## src/rtl/qxm_pkg.sv

```systemverilog
// qxm_pkg: widths, reset values, register indexes and the control/status
// structs shared by the quad x mixer controller, datapath and top level.
// no dependencies.
package qxm_pkg;

  localparam int CMD_W    = 12;            // motor command / throttle width
  localparam int CORR_W   = 12;            // roll and pitch correction width
  localparam int OFF_W    = 14;            // signed offset width
  localparam int HIST_W   = 13;            // stored command width
  localparam int DB_W     = 8;
  localparam int SLEW_W   = 10;
  localparam int CFG_W    = 12;
  localparam int IDX_W    = 2;
  localparam int MOTORS   = 4;
  localparam int MOTOR_W  = 2;
  localparam int Q_W      = 16;            // divider quotient bits
  localparam int SCALE_W  = 17;            // unsigned q1.16
  localparam int DIV_STEPS = 16;
  localparam int DCNT_W   = 4;
  localparam int PROD_W   = 32;

  localparam logic [DB_W-1:0]    DB_RESET    = 8'd0;
  localparam logic [SLEW_W-1:0]  SLEW_RESET  = 10'd1023;
  localparam logic [CMD_W-1:0]   MIN_RESET   = 12'd1000;
  localparam logic [CMD_W-1:0]   MAX_RESET   = 12'd2000;
  localparam logic [HIST_W-1:0]  HIST_RESET  = 13'd1000;
  localparam logic [SCALE_W-1:0] SCALE_ONE   = 17'h10000;

  typedef enum logic [IDX_W-1:0] {
    REG_DEADBAND = 2'd0,
    REG_SLEW     = 2'd1,
    REG_MIN      = 2'd2,
    REG_MAX      = 2'd3
  } qxm_reg_t;

  typedef struct packed {
    logic               take;      // latch request, form base and offsets
    logic               prep;      // extremes, headroom flags, divider load
    logic               div_step;  // one quotient bit on both dividers
    logic               scale;     // pick the desaturation factor
    logic               mul;       // offset times scale for one motor
    logic               post;      // deadband, slew, clamp for one motor
    logic               load_out;  // move results into the output register
    logic [MOTOR_W-1:0] motor;
  } qxm_cmd_t;

  typedef struct packed {
    logic div_done;   // current divider step is the last one
  } qxm_stat_t;

endpackage

```

## src/rtl/qxm_in_if.sv

```systemverilog
// qxm_in_if: request channel of the quad x mixer (throttle, roll, pitch).
// depends on qxm_pkg for field widths.
interface qxm_in_if;
  logic                                  valid;
  logic                                  ready;
  logic        [qxm_pkg::CMD_W-1:0]      throttle_cmd;
  logic signed [qxm_pkg::CORR_W-1:0]     roll_correction;
  logic signed [qxm_pkg::CORR_W-1:0]     pitch_correction;

  modport source (output valid, throttle_cmd, roll_correction, pitch_correction,
                  input ready);
  modport sink   (input valid, throttle_cmd, roll_correction, pitch_correction,
                  output ready);
endinterface

```

## src/rtl/qxm_out_if.sv

```systemverilog
// qxm_out_if: result channel of the quad x mixer (four motor commands).
// depends on qxm_pkg for field widths.
interface qxm_out_if;
  logic                        valid;
  logic                        ready;
  logic [qxm_pkg::CMD_W-1:0]   front_right_cmd;
  logic [qxm_pkg::CMD_W-1:0]   rear_right_cmd;
  logic [qxm_pkg::CMD_W-1:0]   rear_left_cmd;
  logic [qxm_pkg::CMD_W-1:0]   front_left_cmd;

  modport source (output valid, front_right_cmd, rear_right_cmd, rear_left_cmd,
                  front_left_cmd, input ready);
  modport sink   (input valid, front_right_cmd, rear_right_cmd, rear_left_cmd,
                  front_left_cmd, output ready);
endinterface

```

## src/rtl/qxm_ctrl.sv

```systemverilog
// qxm_ctrl: sequencer for the quad x mixer; drives datapath commands and
// owns the request/result handshakes. depends on qxm_pkg.
module qxm_ctrl (
  input  logic                clk,
  input  logic                rst,
  input  logic                in_valid,
  output logic                in_ready,
  output logic                out_valid,
  input  logic                out_ready,
  output qxm_pkg::qxm_cmd_t   cmd,
  input  qxm_pkg::qxm_stat_t  stat
);

  typedef enum logic [6:0] {
    S_IDLE  = 7'b0000001,
    S_PREP  = 7'b0000010,
    S_DIV   = 7'b0000100,
    S_SCALE = 7'b0001000,
    S_MUL   = 7'b0010000,
    S_POST  = 7'b0100000,
    S_FIN   = 7'b1000000
  } state_t;

  state_t                       state, state_next;
  logic [qxm_pkg::MOTOR_W-1:0]  motor, motor_next;
  logic                         out_valid_next;
  logic                         out_free;

  assign out_free = !out_valid || out_ready;
  assign in_ready = (state == S_IDLE);

  always_comb begin
    state_next     = state;
    motor_next     = motor;
    out_valid_next = out_valid && !out_ready;
    cmd            = '0;
    cmd.motor      = motor;
    case (state)
      S_IDLE: begin
        if (in_valid) begin
          cmd.take   = 1'b1;
          state_next = S_PREP;
        end
      end
      S_PREP: begin
        cmd.prep   = 1'b1;
        state_next = S_DIV;
      end
      S_DIV: begin
        cmd.div_step = 1'b1;
        if (stat.div_done) state_next = S_SCALE;
      end
      S_SCALE: begin
        cmd.scale  = 1'b1;
        motor_next = '0;
        state_next = S_MUL;
      end
      S_MUL: begin
        cmd.mul    = 1'b1;
        state_next = S_POST;
      end
      S_POST: begin
        cmd.post = 1'b1;
        if (motor == qxm_pkg::MOTOR_W'(qxm_pkg::MOTORS - 1)) begin
          state_next = S_FIN;
        end else begin
          motor_next = motor + 1'b1;
          state_next = S_MUL;
        end
      end
      S_FIN: begin
        // hold the new result until the output register drains
        if (out_free) begin
          cmd.load_out   = 1'b1;
          out_valid_next = 1'b1;
          state_next     = S_IDLE;
        end
      end
      default: begin
        state_next = S_IDLE;
      end
    endcase
  end

  always_ff @(posedge clk) begin
    if (rst) begin
      state     <= S_IDLE;
      motor     <= '0;
      out_valid <= 1'b0;
    end else begin
      state     <= state_next;
      motor     <= motor_next;
      out_valid <= out_valid_next;
    end
  end

endmodule

```

## src/rtl/qxm_dp.sv

```systemverilog
// qxm_dp: quad x mixer datapath: config registers, mix, two restoring
// dividers for the headroom ratios, shared multiplier, slew history, outputs.
// depends on qxm_pkg.
module qxm_dp (
  input  logic                              clk,
  input  logic                              rst,
  input  qxm_pkg::qxm_cmd_t                 cmd,
  output qxm_pkg::qxm_stat_t                stat,
  input  logic                              cfg_we,
  input  logic [qxm_pkg::IDX_W-1:0]         cfg_index,
  input  logic [qxm_pkg::CFG_W-1:0]         cfg_data,
  input  logic [qxm_pkg::CMD_W-1:0]         throttle_cmd,
  input  logic signed [qxm_pkg::CORR_W-1:0] roll_correction,
  input  logic signed [qxm_pkg::CORR_W-1:0] pitch_correction,
  output logic [qxm_pkg::CMD_W-1:0]         front_right_cmd,
  output logic [qxm_pkg::CMD_W-1:0]         rear_right_cmd,
  output logic [qxm_pkg::CMD_W-1:0]         rear_left_cmd,
  output logic [qxm_pkg::CMD_W-1:0]         front_left_cmd
);

  localparam int CW = qxm_pkg::CMD_W;
  localparam int OW = qxm_pkg::OFF_W;
  localparam int HW = qxm_pkg::HIST_W;
  localparam int SW = OW + 1;   // post-processing sum width

  // configuration
  logic [qxm_pkg::DB_W-1:0]   deadband;
  logic [qxm_pkg::SLEW_W-1:0] slew;
  logic [CW-1:0]              lo_cmd, hi_cmd;

  always_ff @(posedge clk) begin
    if (rst) begin
      deadband <= qxm_pkg::DB_RESET;
      slew     <= qxm_pkg::SLEW_RESET;
      lo_cmd   <= qxm_pkg::MIN_RESET;
      hi_cmd   <= qxm_pkg::MAX_RESET;
    end else if (cfg_we) begin
      case (cfg_index)
        qxm_pkg::REG_DEADBAND: deadband <= cfg_data[qxm_pkg::DB_W-1:0];
        qxm_pkg::REG_SLEW:     slew     <= cfg_data[qxm_pkg::SLEW_W-1:0];
        qxm_pkg::REG_MIN:      lo_cmd   <= cfg_data[CW-1:0];
        qxm_pkg::REG_MAX:      hi_cmd   <= cfg_data[CW-1:0];
        default: ;
      endcase
    end
  end

  // base and x mix offsets
  logic [CW-1:0]        base, base_next;
  logic signed [OW-1:0] off [qxm_pkg::MOTORS];
  logic signed [OW-1:0] roll_x, pitch_x;

  // lower bound is tested first, as when min sits above max
  always_comb begin
    if (throttle_cmd < lo_cmd)      base_next = lo_cmd;
    else if (throttle_cmd > hi_cmd) base_next = hi_cmd;
    else                            base_next = throttle_cmd;
  end

  assign roll_x  = OW'(roll_correction);
  assign pitch_x = OW'(pitch_correction);

  always_ff @(posedge clk) begin
    if (cmd.take) begin
      base   <= base_next;
      off[0] <= roll_x + pitch_x;
      off[1] <= pitch_x - roll_x;
      off[2] <= -roll_x - pitch_x;
      off[3] <= roll_x - pitch_x;
    end
  end

  // extremes and headroom
  logic signed [OW-1:0] omax, omin, max01, max23, min01, min23;
  logic signed [OW-1:0] base_s, lo_s, hi_s;
  logic signed [OW-1:0] room_up, span_up, room_lo, span_lo;
  logic                 up_cond_c, lo_cond_c;

  assign max01   = (off[1] > off[0]) ? off[1] : off[0];
  assign max23   = (off[3] > off[2]) ? off[3] : off[2];
  assign min01   = (off[1] < off[0]) ? off[1] : off[0];
  assign min23   = (off[3] < off[2]) ? off[3] : off[2];
  assign omax    = (max23 > max01) ? max23 : max01;
  assign omin    = (min23 < min01) ? min23 : min01;
  assign base_s  = $signed({2'b00, base});
  assign lo_s    = $signed({2'b00, lo_cmd});
  assign hi_s    = $signed({2'b00, hi_cmd});
  assign room_up = hi_s - base_s;
  assign span_up = omax;
  assign room_lo = base_s - lo_s;
  assign span_lo = -omin;
  assign up_cond_c = (base_s + omax) > hi_s;
  assign lo_cond_c = (base_s + omin) < lo_s;

  logic up_cond, up_zero, up_one, lo_cond, lo_zero, lo_one;

  always_ff @(posedge clk) begin
    if (cmd.prep) begin
      up_cond <= up_cond_c;
      up_zero <= (room_up <= 0) || (span_up <= 0);
      up_one  <= room_up >= span_up;
      lo_cond <= lo_cond_c;
      lo_zero <= (room_lo <= 0) || (span_lo <= 0);
      lo_one  <= room_lo >= span_lo;
    end
  end

  // two restoring dividers: room * 2^16 / span, room < span
  logic [HW-1:0]             rem_up, dvs_up, rem_lo, dvs_lo;
  logic [qxm_pkg::Q_W-1:0]   q_up, q_lo;
  logic [qxm_pkg::DCNT_W-1:0] div_cnt;
  logic [HW:0]               t_up, t_lo;
  logic                      ge_up, ge_lo;

  assign t_up  = {rem_up, 1'b0};
  assign t_lo  = {rem_lo, 1'b0};
  assign ge_up = t_up >= {1'b0, dvs_up};
  assign ge_lo = t_lo >= {1'b0, dvs_lo};
  assign stat.div_done =
    (div_cnt == qxm_pkg::DCNT_W'(qxm_pkg::DIV_STEPS - 1));

  always_ff @(posedge clk) begin
    if (cmd.prep) begin
      rem_up  <= room_up[HW-1:0];
      dvs_up  <= span_up[HW-1:0];
      rem_lo  <= room_lo[HW-1:0];
      dvs_lo  <= span_lo[HW-1:0];
      q_up    <= '0;
      q_lo    <= '0;
      div_cnt <= '0;
    end else if (cmd.div_step) begin
      rem_up  <= ge_up ? HW'(t_up - {1'b0, dvs_up}) : t_up[HW-1:0];
      rem_lo  <= ge_lo ? HW'(t_lo - {1'b0, dvs_lo}) : t_lo[HW-1:0];
      q_up    <= {q_up[qxm_pkg::Q_W-2:0], ge_up};
      q_lo    <= {q_lo[qxm_pkg::Q_W-2:0], ge_lo};
      div_cnt <= div_cnt + 1'b1;
    end
  end

  // desaturation factor
  logic [qxm_pkg::SCALE_W-1:0] r_up, r_lo, scale, scale_next, scale_a;

  always_comb begin
    if (up_zero)     r_up = '0;
    else if (up_one) r_up = qxm_pkg::SCALE_ONE;
    else             r_up = {1'b0, q_up};
    if (lo_zero)     r_lo = '0;
    else if (lo_one) r_lo = qxm_pkg::SCALE_ONE;
    else             r_lo = {1'b0, q_lo};
    scale_a    = up_cond ? r_up : qxm_pkg::SCALE_ONE;
    scale_next = (lo_cond && (r_lo < scale_a)) ? r_lo : scale_a;
  end

  always_ff @(posedge clk) begin
    if (cmd.scale) scale <= scale_next;
  end

  // shared multiplier, one motor at a time
  logic signed [qxm_pkg::PROD_W-1:0] prod, off_ext, scl_ext;

  assign off_ext = qxm_pkg::PROD_W'(off[cmd.motor]);
  assign scl_ext = $signed({{(qxm_pkg::PROD_W - qxm_pkg::SCALE_W){1'b0}}, scale});

  always_ff @(posedge clk) begin
    if (cmd.mul) prod <= off_ext * scl_ext;
  end

  // deadband, slew limit and output clamp
  logic [HW-1:0]        hist [qxm_pkg::MOTORS];
  logic [CW-1:0]        res  [qxm_pkg::MOTORS];
  logic signed [OW-1:0] d, mag;
  logic signed [SW-1:0] mixed, snapped, last_s, slew_lo, slew_hi, limited;
  logic [CW-1:0]        clamped;

  always_comb begin
    d       = prod[qxm_pkg::Q_W+OW-1:qxm_pkg::Q_W];   // floor of product / 2^16
    mag     = d[OW-1] ? -d : d;
    mixed   = $signed({3'b000, base}) + SW'(d);
    snapped = ($unsigned(mag) < {{(OW - qxm_pkg::DB_W){1'b0}}, deadband}) ?
              $signed({3'b000, base}) : mixed;
    last_s  = $signed({2'b00, hist[cmd.motor]});
    slew_lo = last_s - $signed({5'b00000, slew});
    slew_hi = last_s + $signed({5'b00000, slew});
    if (snapped < slew_lo)      limited = slew_lo;
    else if (snapped > slew_hi) limited = slew_hi;
    else                        limited = snapped;
    if (limited < $signed({3'b000, lo_cmd}))      clamped = lo_cmd;
    else if (limited > $signed({3'b000, hi_cmd})) clamped = hi_cmd;
    else                                          clamped = limited[CW-1:0];
  end

  always_ff @(posedge clk) begin
    if (rst) begin
      for (int i = 0; i < qxm_pkg::MOTORS; i++) hist[i] <= qxm_pkg::HIST_RESET;
    end else if (cmd.post) begin
      hist[cmd.motor] <= limited[HW-1:0];
    end
  end

  always_ff @(posedge clk) begin
    if (cmd.post) res[cmd.motor] <= clamped;
  end

  always_ff @(posedge clk) begin
    if (cmd.load_out) begin
      front_right_cmd <= res[0];
      rear_right_cmd  <= res[1];
      rear_left_cmd   <= res[2];
      front_left_cmd  <= res[3];
    end
  end

endmodule

```

## src/rtl/quad_x_mixer_desat_slew.sv

```systemverilog
// quad x mixer with desaturation and slew limiting: one result per request.
// a request is taken only in idle, so a new one waits until the previous result
// has gone into the output register, after the 16-step headroom dividers and the
// shared multiplier that visits the four motors in turn.
// reset: config registers to their defaults, motor history to 1000, no
// result pending. depends on qxm_pkg, qxm_in_if, qxm_out_if, qxm_ctrl, qxm_dp.
module quad_x_mixer_desat_slew (
  input  logic                       clk,
  input  logic                       rst,
  qxm_in_if.sink                     cmd_in,
  qxm_out_if.source                  motor_out,
  input  logic                       cfg_we,
  input  logic [qxm_pkg::IDX_W-1:0]  cfg_index,
  input  logic [qxm_pkg::CFG_W-1:0]  cfg_data
);

  qxm_pkg::qxm_cmd_t  cmd;
  qxm_pkg::qxm_stat_t stat;

  qxm_ctrl u_ctrl (
    .clk       (clk),
    .rst       (rst),
    .in_valid  (cmd_in.valid),
    .in_ready  (cmd_in.ready),
    .out_valid (motor_out.valid),
    .out_ready (motor_out.ready),
    .cmd       (cmd),
    .stat      (stat)
  );

  qxm_dp u_dp (
    .clk              (clk),
    .rst              (rst),
    .cmd              (cmd),
    .stat             (stat),
    .cfg_we           (cfg_we),
    .cfg_index        (cfg_index),
    .cfg_data         (cfg_data),
    .throttle_cmd     (cmd_in.throttle_cmd),
    .roll_correction  (cmd_in.roll_correction),
    .pitch_correction (cmd_in.pitch_correction),
    .front_right_cmd  (motor_out.front_right_cmd),
    .rear_right_cmd   (motor_out.rear_right_cmd),
    .rear_left_cmd    (motor_out.rear_left_cmd),
    .front_left_cmd   (motor_out.front_left_cmd)
  );

endmodule

```

## src/flat_wrapper.sv

```systemverilog
// flat-port wrapper written by rule: the top's interface ports become plain ports
module quad_x_mixer_desat_slew_flat 
  (clk, rst, cfg_we, cfg_index, cfg_data, cmd_in_valid, cmd_in_throttle_cmd, cmd_in_roll_correction, cmd_in_pitch_correction, cmd_in_ready, motor_out_valid, motor_out_front_right_cmd, motor_out_rear_right_cmd, motor_out_rear_left_cmd, motor_out_front_left_cmd, motor_out_ready);
  qxm_in_if cmd_in_i ();
  qxm_out_if motor_out_i ();
  input  logic clk;
  input  logic rst;
  input  logic cfg_we;
  input  logic [qxm_pkg::IDX_W-1:0] cfg_index;
  input  logic [qxm_pkg::CFG_W-1:0] cfg_data;
  input wire logic [$bits(cmd_in_i.valid)-1:0] cmd_in_valid;
  input wire logic [$bits(cmd_in_i.throttle_cmd)-1:0] cmd_in_throttle_cmd;
  input wire logic [$bits(cmd_in_i.roll_correction)-1:0] cmd_in_roll_correction;
  input wire logic [$bits(cmd_in_i.pitch_correction)-1:0] cmd_in_pitch_correction;
  output wire logic [$bits(cmd_in_i.ready)-1:0] cmd_in_ready;
  output wire logic [$bits(motor_out_i.valid)-1:0] motor_out_valid;
  output wire logic [$bits(motor_out_i.front_right_cmd)-1:0] motor_out_front_right_cmd;
  output wire logic [$bits(motor_out_i.rear_right_cmd)-1:0] motor_out_rear_right_cmd;
  output wire logic [$bits(motor_out_i.rear_left_cmd)-1:0] motor_out_rear_left_cmd;
  output wire logic [$bits(motor_out_i.front_left_cmd)-1:0] motor_out_front_left_cmd;
  input wire logic [$bits(motor_out_i.ready)-1:0] motor_out_ready;
  assign cmd_in_i.valid = cmd_in_valid;
  assign cmd_in_i.throttle_cmd = cmd_in_throttle_cmd;
  assign cmd_in_i.roll_correction = cmd_in_roll_correction;
  assign cmd_in_i.pitch_correction = cmd_in_pitch_correction;
  assign cmd_in_ready = cmd_in_i.ready;
  assign motor_out_valid = motor_out_i.valid;
  assign motor_out_front_right_cmd = motor_out_i.front_right_cmd;
  assign motor_out_rear_right_cmd = motor_out_i.rear_right_cmd;
  assign motor_out_rear_left_cmd = motor_out_i.rear_left_cmd;
  assign motor_out_front_left_cmd = motor_out_i.front_left_cmd;
  assign motor_out_i.ready = motor_out_ready;
  quad_x_mixer_desat_slew u_core (.clk(clk), .rst(rst), .cmd_in(cmd_in_i), .motor_out(motor_out_i), .cfg_we(cfg_we), .cfg_index(cfg_index), .cfg_data(cfg_data));
endmodule
```

## config.mk

```make
export PLATFORM = sky130hd
export DESIGN_NAME = quad_x_mixer_desat_slew_flat
export DESIGN_NICKNAME = d
export VERILOG_FILES = /design/src/rtl/qxm_pkg.sv /design/src/rtl/qxm_in_if.sv /design/src/rtl/qxm_out_if.sv /design/src/rtl/qxm_ctrl.sv /design/src/rtl/qxm_dp.sv /design/src/rtl/quad_x_mixer_desat_slew.sv /design/src/flat_wrapper.sv
export SDC_FILE = /design/constraint.sdc
export NUM_CORES = 2
export LEC_CHECK = 0
export ABC_AREA = 1
export BUFFER_PORTS_ARGS = -buffer_cell sky130_fd_sc_hd__clkbuf_2
export CORE_MARGIN = 2
export CORE_UTILIZATION = 27
export DETAILED_ROUTE_END_ITERATION = 6
export PLACE_DENSITY = 0.45
export SETUP_SLACK_MARGIN = 0.5
export SYNTH_ARGS = -nofsm -noshare
export SYNTH_HDL_FRONTEND = slang
export SYNTH_SLANG_ARGS = --single-unit
```

## constraint.sdc

```tcl
create_clock -name clk -period 24.5 [get_ports clk]
set_input_delay 4.9 -clock clk [delete_from_list [all_inputs] [get_ports clk]]
set_output_delay 4.9 -clock clk [all_outputs]
set_load 0.01 [all_outputs]
```

==> results.tsv <==
metric	value	unit
areaGrowthSynthToFinish	11.1	%
synth_edf_count	299	
tightest_slew	1.01	ns
drv_cap	0	
grt_pass1_vias	27600	
slew_viol_final	0	
synthTopCellsByCount	nand2_1 (747), inv_1 (693), ha_1 (474), a21oi_1 (309), o21ai_0 (302)	
grt_max_degree	80	
slew_headroom	0.323	
ctsHtreeMaxLevel	2	
timing.setup.tns	0	ns
num_io_pins	105	
worstSetupPathType	reg -> reg	
vias	27800	
leakage	17.9	nW
globalRouteOverflowTotal	0	
synth_cell_type_count	70	
synth_fp_nets	4893	
synth-seq-cells	389	
syn_area	35200	um^2
path_max_fanout	27	
cts-buffers-inserted	46	
synth.area.top_cells	edfxtp_1 (26%), ha_1 (17%), fa_1 (11%)	
ant_nets	0	
peakVddDrop	144	uV
combPwrFrac	0.723	
fin_skew	0.0326	ns
status	complete, no violations	
max_freq	117	MHz
nets	4952	
setup_violations	0	
final_hold_viol_count	0	
ys_seq_area_frac	0.306	
finalCritPeriodShare	0.348	
rows	132	
crit_slowest_cell	o21ai_0	
insertion_delay	0.62	ns
cts.path.max_buffers	3	
grt_use_met2	0.273	
cts_resized	0	
synth.most_common_cell	nand2_1	
grt_busiest_layer	met2	
regArea	10800	um^2
clockRootBuffer	clkbuf_16	
dr.pass1.iters	5	
cts_hold_buf	0	
grt_use_total	0.165	
die_area	133000	um^2
start_util	0.272	
drtIter0Drc	1673	
syn_avg_cell_area	8.43	um^2
postCtsSetupRepairBufs	0	
gp_congestion	0.889	
dpl.hpwl	88300	um
worst_path_largest_cell_delay	0.61	ns
intPower	2.93	mW
power.density	155	nW/um^2
wirelength	110000	um
drcViolationCount	0	
io_buffers	104	
cp_data_arrival_time	8.89	ns
utilization	0.302	
grt.met3_usage	0.0162	
grt_use_met1	0.227	
cp-start-kind	register	
cts_sinks	389	
drive_above_1_share	0.0652	
cp_common_cell	nand2_1	
yosysWarningCount	0	
pwr-share-clk	0.113	
hp-class	reg -> reg	
yosys.area.top_type	edfxtp_1	
grt_first_pass_wirelength	168000	um
core	129000	um^2
required	24.85	ns
switching_share	0.515	
die_h	365	um
viasPerCell	4.63	
critPathCaptureType	register	
power_switching	3.11	mW
fillerInstances	13900	
antenna_found_initial	8	
fin_crit	8.54	ns
die_w	365	um
wl_per_cell	18.3	um
synth_ff_type	edfxtp_1	
p_seq_frac	0.163	
multiInputGateArea	21300	um^2
cts_tree	yes	
synth_top_area_frac	0.255	
async_reset_ff_frac	0	
syn_inst	4174	
rsz0062_at_grt	false	
clk_pin_slew	0.06	ns
==> layer usage <==
| layer | vias to the layer above | share of wire |
|---|---|---|
| met2 | 564 | 0.46 |
| li1 | 13900 | - |
| met1 | 13200 | 0.47 |
| met5 | - | 0 |
| met4 | 0 | 0.025 |
| met3 | 125 | 0.039 |
==> flip-flops by register name (all words and copies together) (netlist names), 14 cells and up, named ones only <==
name / cells
u_core.u_dp.hist: 52
u_core.u_dp.res: 48
u_core.u_dp.q_up: 16
u_core.u_dp.prod: 14
u_core.u_dp.off: 50
u_core.u_dp.q_lo: 16
u_core.u_dp.scale: 17
==> path summary, 6_finish.rpt <==
path / endpoint / depth (start not counted) / from / slack (ns)
max: u_core.u_dp.up_cond$_DFFE_PP_ / 43 / u_core.u_dp.off[0][0]$_DFFE_PP_ / 15.96
min: motor_out_front_left_cmd[3]$_DFFE_PP_ / 0 / u_core.u_dp.res[3][3]$_DFFE_PP_ / 0.42
max reg2reg: u_core.u_dp.up_cond$_DFFE_PP_ / 43 / u_core.u_dp.off[0][0]$_DFFE_PP_ / 15.96
min reg2reg: motor_out_front_left_cmd[3]$_DFFE_PP_ / 0 / u_core.u_dp.res[3][3]$_DFFE_PP_ / 0.42
==> power by group through the flow <==
| stage | Sequential [mW] | Combinational, mW | Clock, mW |
|---|---|---|---|
| CTS | 0.986 | 4.38 | 0.705 |
| finish | 0.986 | 4.37 | 0.685 |
| global route | 0.993 | 4.98 | 0.729 |
| detailed placement | 0.999 | 4.35 | 0 |
| global placement | 0.999 | 4.34 | 0 |
| floorplan | 0.969 | 3.16 | 0 |
==> per-stage QoR <==
| stage | total power, mW | std cells | setup WS [ns] | area, um^2 | hold WS (ns) |
|---|---|---|---|---|---|
| finish | 6.04 | 6011 | 15.96 | 39100 | 0.417 |
| floorplan | 4.13 | 4174 | 16.49 | 35200 | 0.400 |
| global placement | 5.34 | 5927 | 16.09 | 37600 | 0.406 |
| detailed placement | 5.35 | 5927 | 15.91 | 37600 | 0.405 |
| CTS | 6.07 | 6007 | 15.89 | 39100 | 0.419 |
| global route | 6.70 | 6011 | 15.07 | 39100 | 0.423 |
==> worst max-delay path, delay by kind of cell, from the launching register on <==
family / cells / cell delay (ns)
buffers and inverters: 6 / 0.92
AO/OA/AOI/OAI: 11 / 2.02
adder cells (fa/ha/maj): 4 / 1.33
AND/OR/NAND/NOR: 22 / 3.67
flip-flops: 1 / 0.32
==> kinds of logic after synthesis <==
| logic type | synth area share |
|---|---|
| adder cells (fa/ha/maj) | 0.277 |
| AO/OA/AOI/OAI | 0.132 |
| AND/OR/NAND/NOR | 0.154 |
| XOR/XNOR | 0.0403 |
| buffers and inverters | 0.0899 |
| flip-flops | 0.306 |
==> cell usage in the layout, fill, tap and decap left out, types with 10 or more instances in the layout <==
| cell | synthesis | routed |
|---|---|---|
| fa_1 | 190 | 190 |
| o211ai_1 | 36 | 36 |
| buf_4 | 2 | 26 |
| clkbuf_2 | 2 | 104 |
| o22ai_1 | 38 | 38 |
| o21bai_1 | 20 | 20 |
| nand4_1 | 31 | 31 |
| nor3_1 | 37 | 36 |
| o21ai_1 | 22 | 22 |
| nand2_2 | 21 | 22 |
| nand2_1 | 747 | 746 |
| nand3_1 | 112 | 112 |
| and2_1 | 10 | 10 |
| edfxtp_1 | 299 | 299 |
| inv_1 | 693 | 692 |
| ha_1 | 474 | 474 |
| o31ai_1 | 12 | 11 |
| xor2_1 | 122 | 122 |
| clkinv_2 | 0 | 10 |
| nor2_2 | 8 | 10 |
| nor4_1 | 14 | 12 |
| o21ai_0 | 302 | 301 |
| a21o_1 | 11 | 11 |
| clkinv_1 | 7 | 12 |
| clkbuf_16 | 0 | 46 |
| a21oi_1 | 309 | 309 |
| or2_2 | 10 | 10 |
| dfxtp_1 | 90 | 89 |
| nor2_1 | 294 | 290 |
| xnor2_1 | 38 | 38 |
| a211oi_1 | 22 | 22 |
==> layout make-up <==
type | count | share of cell area
inverters | 705 | 0.0677
multi-input cells | 2961 | 0.545
clock buffers | 51 | 0.0302
well taps | 1742 | 0.0557
clock inverters | 29 | 0.00742
repair buffers | 130 | 0.0183
flip-flops and latches | 389 | 0.276
diodes | 4 | 0.000256
Note: power is estimated with default switching activity, not from simulation.
